`src/design/mas_pkg.sv`:
```
package mas_pkg;

	// Fixed field widths of the result and element beats
	localparam int WORD_W = 32;
	localparam int IDX_W  = 2;

	typedef logic [WORD_W-1:0] word_t;
	typedef logic [IDX_W-1:0]  idx_t;

	// Result set carried on the kind field
	typedef enum logic [1:0] {
		KIND_SUM  = 2'd0,
		KIND_DIFF = 2'd1,
		KIND_PROD = 2'd2
	} kind_t;

	// Sequencer states of the core
	typedef enum logic [1:0] {
		ST_LOAD,
		ST_ISSUE,
		ST_WAIT
	} state_t;

endpackage

```
`src/design/mas_ram.sv`:
```
module mas_ram #(
	parameter int WIDTH = 32,
	parameter int DEPTH = 9,
	localparam int AW = (DEPTH > 1) ? $clog2(DEPTH) : 1
) (
	input  logic             clk,
	input  logic             we,
	input  logic [AW-1:0]    wr_addr,
	input  logic [WIDTH-1:0] wr_data,
	input  logic [AW-1:0]    rd_addr,
	output logic [WIDTH-1:0] rd_data
);

	logic [WIDTH-1:0] mem [DEPTH];

	// Write port and registered read port
	always_ff @(posedge clk) begin
		if (we) begin
			mem[wr_addr] <= wr_data;
		end
		rd_data <= mem[rd_addr];
	end

endmodule

```
`src/design/matrix_add_sub_mul_core.sv`:
```
// Element beats: one per cycle while loading, 2*DIM*DIM per job (A then B),
// stalled otherwise. Results go one at a time through the single read port of each
// matrix RAM and the read / multiply / accumulate chain: one read per sum or
// difference beat, one per product term, the next issued once the last is loaded.
// Reset (arst_n low): load counter, sequencer and result valid clear at once;
// matrix RAM contents are left as they are.
module matrix_add_sub_mul_core #(
	parameter int DIM = 3
) (
	input  logic                clk,
	input  logic                arst_n,
	// element channel
	input  logic                elem_valid,
	output logic                elem_stall,
	input  logic signed [31:0]  element,
	// result channel
	output logic                res_valid,
	input  logic                res_stall,
	output logic [1:0]          kind,
	output logic [1:0]          row,
	output logic [1:0]          col,
	output logic signed [31:0]  value,
	output logic                last
);

	// Derived sizes: matrix entries, RAM address, load counter and row/col/term index
	localparam int CELLS = DIM * DIM;
	localparam int AW    = $clog2(CELLS);
	localparam int CW    = $clog2(2 * CELLS);
	localparam int IW    = $clog2(DIM);

	localparam logic [IW-1:0] IDX_LAST  = IW'(DIM - 1);
	localparam logic [CW-1:0] CNT_SPLIT = CW'(CELLS);
	localparam logic [CW-1:0] CNT_LAST  = CW'(2 * CELLS - 1);

	// ---------------------------------------------------------------
	// Sequencer state
	// ---------------------------------------------------------------
	mas_pkg::state_t state_q, state_d;
	mas_pkg::kind_t  kind_q;
	logic [CW-1:0]   cnt_q;      // elements loaded in the current job
	logic [IW-1:0]   r_q, c_q;   // result element being computed
	logic [IW-1:0]   k_q;        // product term being issued

	logic elem_acc;      // element beat taken this cycle
	logic issue;         // RAM read issued this cycle
	logic issue_last;    // this read carries the final term of the result
	logic out_free;      // result register can take a new beat
	logic out_load;      // move finished accumulator into the result register
	logic res_end;       // current result is the final beat of the job

	// ---------------------------------------------------------------
	// Matrix RAMs: written during load, read during result sequencing
	// ---------------------------------------------------------------
	logic              a_we, b_we;
	logic [AW-1:0]     a_wr_addr, b_wr_addr;
	logic [AW-1:0]     a_rd_addr, b_rd_addr;
	mas_pkg::word_t    a_rd, b_rd;

	// Elements below CELLS fill A, the rest fill B
	assign a_we      = elem_acc && (cnt_q < CNT_SPLIT);
	assign b_we      = elem_acc && (cnt_q >= CNT_SPLIT);
	assign a_wr_addr = AW'(cnt_q);
	assign b_wr_addr = AW'(cnt_q - CNT_SPLIT);

	// Element-wise sets read A[r][c] and B[r][c]; the product reads A[r][k] and B[k][c]
	always_comb begin
		if (kind_q == mas_pkg::KIND_PROD) begin
			a_rd_addr = AW'(int'(r_q) * DIM + int'(k_q));
			b_rd_addr = AW'(int'(k_q) * DIM + int'(c_q));
		end else begin
			a_rd_addr = AW'(int'(r_q) * DIM + int'(c_q));
			b_rd_addr = AW'(int'(r_q) * DIM + int'(c_q));
		end
	end

	mas_ram #(
		.WIDTH(mas_pkg::WORD_W),
		.DEPTH(CELLS)
	) u_ram_a (
		.clk    (clk),
		.we     (a_we),
		.wr_addr(a_wr_addr),
		.wr_data(element),
		.rd_addr(a_rd_addr),
		.rd_data(a_rd)
	);

	mas_ram #(
		.WIDTH(mas_pkg::WORD_W),
		.DEPTH(CELLS)
	) u_ram_b (
		.clk    (clk),
		.we     (b_we),
		.wr_addr(b_wr_addr),
		.wr_data(element),
		.rd_addr(b_rd_addr),
		.rd_data(b_rd)
	);

	// ---------------------------------------------------------------
	// Next state
	// ---------------------------------------------------------------
	always_comb begin
		state_d = state_q;
		case (state_q)
			mas_pkg::ST_LOAD: begin
				if (elem_acc && cnt_q == CNT_LAST) begin
					state_d = mas_pkg::ST_ISSUE;
				end
			end
			mas_pkg::ST_ISSUE: begin
				if (issue_last) begin
					state_d = mas_pkg::ST_WAIT;
				end
			end
			mas_pkg::ST_WAIT: begin
				if (out_load) begin
					state_d = res_end ? mas_pkg::ST_LOAD : mas_pkg::ST_ISSUE;
				end
			end
			default: state_d = mas_pkg::ST_LOAD;
		endcase
	end

	// ---------------------------------------------------------------
	// Sequencer outputs
	// ---------------------------------------------------------------
	logic acc_done_q;

	always_comb begin
		elem_stall = (state_q != mas_pkg::ST_LOAD);
		elem_acc   = elem_valid && (state_q == mas_pkg::ST_LOAD);
		issue      = (state_q == mas_pkg::ST_ISSUE);
		issue_last = issue && ((kind_q != mas_pkg::KIND_PROD) || (k_q == IDX_LAST));
		out_free   = !res_valid || !res_stall;
		out_load   = (state_q == mas_pkg::ST_WAIT) && acc_done_q && out_free;
		res_end    = (kind_q == mas_pkg::KIND_PROD) && (r_q == IDX_LAST) && (c_q == IDX_LAST);
	end

	// Control registers: state, load count, result coordinates
	always_ff @(posedge clk or negedge arst_n) begin
		if (!arst_n) begin
			state_q <= mas_pkg::ST_LOAD;
			cnt_q   <= '0;
			kind_q  <= mas_pkg::KIND_SUM;
			r_q     <= '0;
			c_q     <= '0;
			k_q     <= '0;
		end else begin
			state_q <= state_d;
			// Count element beats; wrap to zero once B is complete
			if (elem_acc) begin
				cnt_q <= (cnt_q == CNT_LAST) ? '0 : cnt_q + 1'b1;
			end
			// Step through the product terms, restart for every result
			if (issue) begin
				k_q <= issue_last ? '0 : k_q + 1'b1;
			end
			// Advance column, then row, then result set
			if (out_load) begin
				if (c_q == IDX_LAST) begin
					c_q <= '0;
					if (r_q == IDX_LAST) begin
						r_q <= '0;
						case (kind_q)
							mas_pkg::KIND_SUM:  kind_q <= mas_pkg::KIND_DIFF;
							mas_pkg::KIND_DIFF: kind_q <= mas_pkg::KIND_PROD;
							default:            kind_q <= mas_pkg::KIND_SUM;
						endcase
					end else begin
						r_q <= r_q + 1'b1;
					end
				end else begin
					c_q <= c_q + 1'b1;
				end
			end
		end
	end

	// ---------------------------------------------------------------
	// Datapath: RAM read -> term (add / sub / mul) -> accumulate
	// ---------------------------------------------------------------
	logic           rd_v_s1, rd_first_s1, rd_last_s1;
	logic           term_v_s2, term_first_s2, term_last_s2;
	mas_pkg::word_t term_s2;
	mas_pkg::word_t acc_q;

	always_ff @(posedge clk or negedge arst_n) begin
		if (!arst_n) begin
			rd_v_s1    <= 1'b0;
			term_v_s2  <= 1'b0;
			acc_done_q <= 1'b0;
		end else begin
			rd_v_s1   <= issue;
			term_v_s2 <= rd_v_s1;
			// Flag the accumulator full after its last term; drop it once handed off
			if (term_v_s2 && term_last_s2) begin
				acc_done_q <= 1'b1;
			end else if (out_load) begin
				acc_done_q <= 1'b0;
			end
		end
	end

	// Term flags and values ride along with the valid bits
	always_ff @(posedge clk) begin
		rd_first_s1   <= (k_q == '0);
		rd_last_s1    <= issue_last;
		term_first_s2 <= rd_first_s1;
		term_last_s2  <= rd_last_s1;
		// Low 32 bits only: everything wraps modulo 2^32
		case (kind_q)
			mas_pkg::KIND_SUM:  term_s2 <= a_rd + b_rd;
			mas_pkg::KIND_DIFF: term_s2 <= a_rd - b_rd;
			default:            term_s2 <= mas_pkg::WORD_W'(a_rd * b_rd);
		endcase
		// First term seeds the accumulator, later ones add in
		if (term_v_s2) begin
			acc_q <= term_first_s2 ? term_s2 : acc_q + term_s2;
		end
	end

	// ---------------------------------------------------------------
	// Result register: holds a beat while the receiver stalls
	// ---------------------------------------------------------------
	logic           res_valid_q;
	mas_pkg::kind_t res_kind_q;
	mas_pkg::idx_t  res_row_q, res_col_q;
	mas_pkg::word_t res_value_q;
	logic           res_last_q;

	always_ff @(posedge clk or negedge arst_n) begin
		if (!arst_n) begin
			res_valid_q <= 1'b0;
		end else if (out_load) begin
			res_valid_q <= 1'b1;
		end else if (!res_stall) begin
			res_valid_q <= 1'b0;
		end
	end

	always_ff @(posedge clk) begin
		if (out_load) begin
			res_kind_q  <= kind_q;
			res_row_q   <= mas_pkg::idx_t'(r_q);
			res_col_q   <= mas_pkg::idx_t'(c_q);
			res_value_q <= acc_q;
			res_last_q  <= res_end;
		end
	end

	assign res_valid = res_valid_q;
	assign kind      = res_kind_q;
	assign row       = res_row_q;
	assign col       = res_col_q;
	assign value     = res_value_q;
	assign last      = res_last_q;

endmodule

```
`config.mk`:
```
export PLATFORM = sky130hd
export DESIGN_NAME = matrix_add_sub_mul_core
export DESIGN_NICKNAME = d
export VERILOG_FILES = /design/src/design/mas_pkg.sv /design/src/design/mas_ram.sv /design/src/design/matrix_add_sub_mul_core.sv
export SDC_FILE = /design/constraint.sdc
export NUM_CORES = 2
export LEC_CHECK = 0
export BUFFER_PORTS_ARGS = -buffer_cell sky130_fd_sc_hd__buf_2
export CAP_MARGIN = 20
export CORE_AREA = 4 4 287 289
export CTS_BUF_LIST = sky130_fd_sc_hd__clkbuf_8
export CTS_CLUSTER_DIAMETER = 30
export DETAILED_ROUTE_END_ITERATION = 12
export DIE_AREA = 0 0 291 293
export PLACE_DENSITY = 0.83
export SYNTH_ARGS = -nofsm -noshare
export SYNTH_HDL_FRONTEND = slang
export SYNTH_SLANG_ARGS = --single-unit
export TNS_END_PERCENT = 30
```
`constraint.sdc`:
```
create_clock -name clk -period 8.8 [get_ports clk]
set_input_delay 2.64 -clock clk [delete_from_list [all_inputs] [get_ports clk]]
set_output_delay 2.64 -clock clk [all_outputs]
set_load 0.02 [all_outputs]
```
==> results.ini <==
[placement]
detailed_place_hpwl_um=76970
port_buffers=76
gp_routability_congestion=0.9801

[finish]
fraction_of_final_layout_cells_with_drive_strength_greater_than_1_pct=11.08
signed_area_change_from_the_synthesized_netlist_to_the_final_layout_pct=9.762
area.sequential_um2=21910
fillers=5589
design.final.nets=4753
multi_input_area_um2=23320

[cts]
max_root_sink_buffers=3
cts_tree=done
cts-root-buf=sky130_fd_sc_hd__clkbuf_8
tritoncts.num_buffers=138
cts_setup_buffers=0
ctsHoldBuffers=0
insertion_delay_ns=0.82
post_cts.resized_instances=0
clkSlewWorstSetupHoldPaths_ns=0.06
tritoncts_num_sinks=766
cts_htree_levels=4

[logic_synthesis]
syn_area_um2=47440
syn-instance-count=4016
seq_area_frac_synth_pct=46.18
synth.net_count=4670
ys_seq_elements=766
most_common_flop_cell_mapped_by_yosys=sky130_fd_sc_hd__edfxtp_1
synthDominantAreaCellType=sky130_fd_sc_hd__edfxtp_1
syn_area_per_cell_um2=11.81
synth.cells.most_frequent=sky130_fd_sc_hd__nand2_1, sky130_fd_sc_hd__edfxtp_1, sky130_fd_sc_hd__inv_1
number_of_flops_mapped_to_enable_cells_by_yosys=647
yosys.cell_count.top_type=sky130_fd_sc_hd__nand2_1
synth-async-reset-ratio_pct=2.480
leading_post_synthesis_cells_by_cell_area=sky130_fd_sc_hd__edfxtp_1, sky130_fd_sc_hd__fa_1, sky130_fd_sc_hd__ha_1
synthDistinctLibCells=70
syn_warnings=0
synth_top_area_share_pct=40.96

[worst_setup_path]
ff2ff_path_depth=25
critical_path_required_ns=9.42
critPathCaptureType=flop
critPathMaxStageDelay_ns=0.99
worst_setup_path_start_kind=flop
worst_r2r_endpoint=term_s2[29]$_DFF_P_
cp_data_arrival_time_ns=8.44
cpMostUsedCell=sky130_fd_sc_hd__fa_1
crit_type=flop to flop
reg2reg_from=u_ram_b.rd_data[9]$_DFF_P_
crit_path_slowest_cell=sky130_fd_sc_hd__dfxtp_1
crit_path_max_fanout=17
flop2flop_setup_slack_ns=0.98

[floorplan]
die_y_um=293
core_um2=79900
die_width_um=291
dieArea_um2=85260
initial_core_util_pct=59.37
rows=104
top_level_ports=77

[routing]
vias_per_cell=5.965
drt_wl_total_um=118200
drtIter0Drc=3217
dr_total_vias=31476
detail_route.wl_per_cell_um=22.40
antenna_violating_nets_post_route=0
firstDrtPassIters=6
number_of_drc_violations_after_detailed_routing=0

[sta]
final_min_period_over_clock_period_pct=88.82
fin_tns_setup_ns=0
final_period_minus_worst_setup_slack_ns=7.817
hold_viol_final=0
tightestPinTransition_ns=1.141
timing.final.max_slew_violations=0
maxClockFrequency_ghz=0.1279
grt_setup_unrepaired=no
worst_slew_margin_rel_pct=23.91
clock_skew_ns=0.07077
final-setup-viol-count=0

[hold_path]
hold_depth=0
timing.hold.worst.start=rd_first_s1$_DFF_P_
hold_path_end=term_first_s2$_DFF_P_
timing.hold.worst.class=flop to flop

[grt]
grt_pass1_vias=33109
wire_length_of_the_first_global_routing_pass_um=184600
grt_max_degree=70
grt.total_usage_pct=28.00
antenna_found_initial=4
grt_remaining_overflow=0

[status]
status=finished, final reports clean

[run]
timing.max_cap.violations=0

critical path, delay by kind of cell, from the launching register on:
kind,cells,cell delay (ns)
DFF,1,0.99
adders and majority gates,9,4.12
and+or+nand+nor,2,0.25
buffers and inverters,5,0.27
muxes,1,0.08
AOI/OAI and AO/OA,7,1.78
xor gates and xnor gates,1,0.16
how the worst max path moves through the flow:
stage	start	end	depth (start not counted)
global route	u_ram_b.rd_data[9]$_DFF_P_	term_s2[29]$_DFF_P_	25
detailed placement	u_ram_a.rd_data[11]$_DFF_P_	term_s2[29]$_DFF_P_	24
finish	u_ram_b.rd_data[9]$_DFF_P_	term_s2[29]$_DFF_P_	25
CTS	u_ram_a.rd_data[11]$_DFF_P_	term_s2[29]$_DFF_P_	24
global placement	u_ram_b.rd_data[14]$_DFF_P_	term_s2[31]$_DFF_P_	19
floorplan	u_ram_a.rd_data[12]$_DFF_P_	term_s2[29]$_DFF_P_	26
final cells by class:
class / count / share of cell area [%]
multi-input cells: 2622 / 44.78
flip-flops and latches: 766 / 42.07
clock buffers: 156 / 4.124
inverters: 423 / 3.049
well taps: 1060 / 2.547
repair buffers: 148 / 1.865
clock inverters: 99 / 1.545
diodes: 3 / 0.01442
state kept, by name (all words and copies together), names as in the netlist, 2 cells and up:
| register | flops |
|---|---|
| col | 2 |
| u_ram_b.mem | 288 |
| kind_q | 2 |
| kind | 2 |
| term_s2 | 32 |
| c_q | 2 |
| acc_q | 32 |
| row | 2 |
| cnt_q | 5 |
| state_q | 2 |
| u_ram_a.rd_data | 32 |
| r_q | 2 |
| u_ram_a.mem | 288 |
| u_ram_b.rd_data | 32 |
| k_q | 2 |
| value | 32 |
layout by cell type (no fill, tap or decap), drive strengths merged, types with 34 or more instances in the layout:
| cell type | Yosys | final |
|---|---|---|
| a21o | 37 | 37 |
| a21oi | 86 | 86 |
| a311oi | 34 | 34 |
| a31oi | 43 | 43 |
| and2 | 320 | 320 |
| and3 | 43 | 43 |
| buf | 19 | 148 |
| clkbuf | 186 | 156 |
| clkinv | 0 | 38 |
| dfxtp | 100 | 100 |
| edfxtp | 647 | 647 |
| fa | 414 | 414 |
| ha | 204 | 204 |
| inv | 423 | 464 |
| mux2i | 43 | 43 |
| mux4 | 64 | 64 |
| nand2 | 648 | 648 |
| nand3 | 86 | 86 |
| nor2 | 71 | 71 |
| o21ai | 171 | 171 |
| xnor2 | 112 | 112 |
| xor2 | 59 | 59 |
logic make-up after synthesis:
| group | Yosys count | share of synthesized area [%] |
|---|---|---|
| buf+inv | 628 | 5.006 |
| simple gates | 1259 | 12.58 |
| fa+ha+maj | 618 | 22.85 |
| xor+xnor | 171 | 3.157 |
| flops | 766 | 46.18 |
| compound gates | 462 | 6.156 |
| mux | 112 | 4.065 |
per-stage QoR:
step	hold slack [ns]	instance area (um^2)	util [%]	setup slack [ns]	std cells
final	0.3259	52070	65.17	0.9834	5277
after global routing	0.3332	52060	65.16	0.6946	5275
after CTS	0.3258	51980	65.06	1.074	5270
after detailed placement	0.3120	49030	61.36	1.112	5015
after global placement	0.3104	49030	61.36	1.226	5015
after floorplan	0.3096	47440	-	1.694	4016
per-layer routing:
metal	part of all wire [%]	track usage (%)	vias up	wire, um
met5	0.011	0	-	13
met4	4.9	13.07	2	5839
met3	10	6.092	416	11780
met2	49	46.83	1805	57850
met1	36	35.28	15525	42710
li1	-	-	13728	-
Power is not shown: default switching activity piles up to over one toggle a cycle in this logic, so the estimate is an artifact.
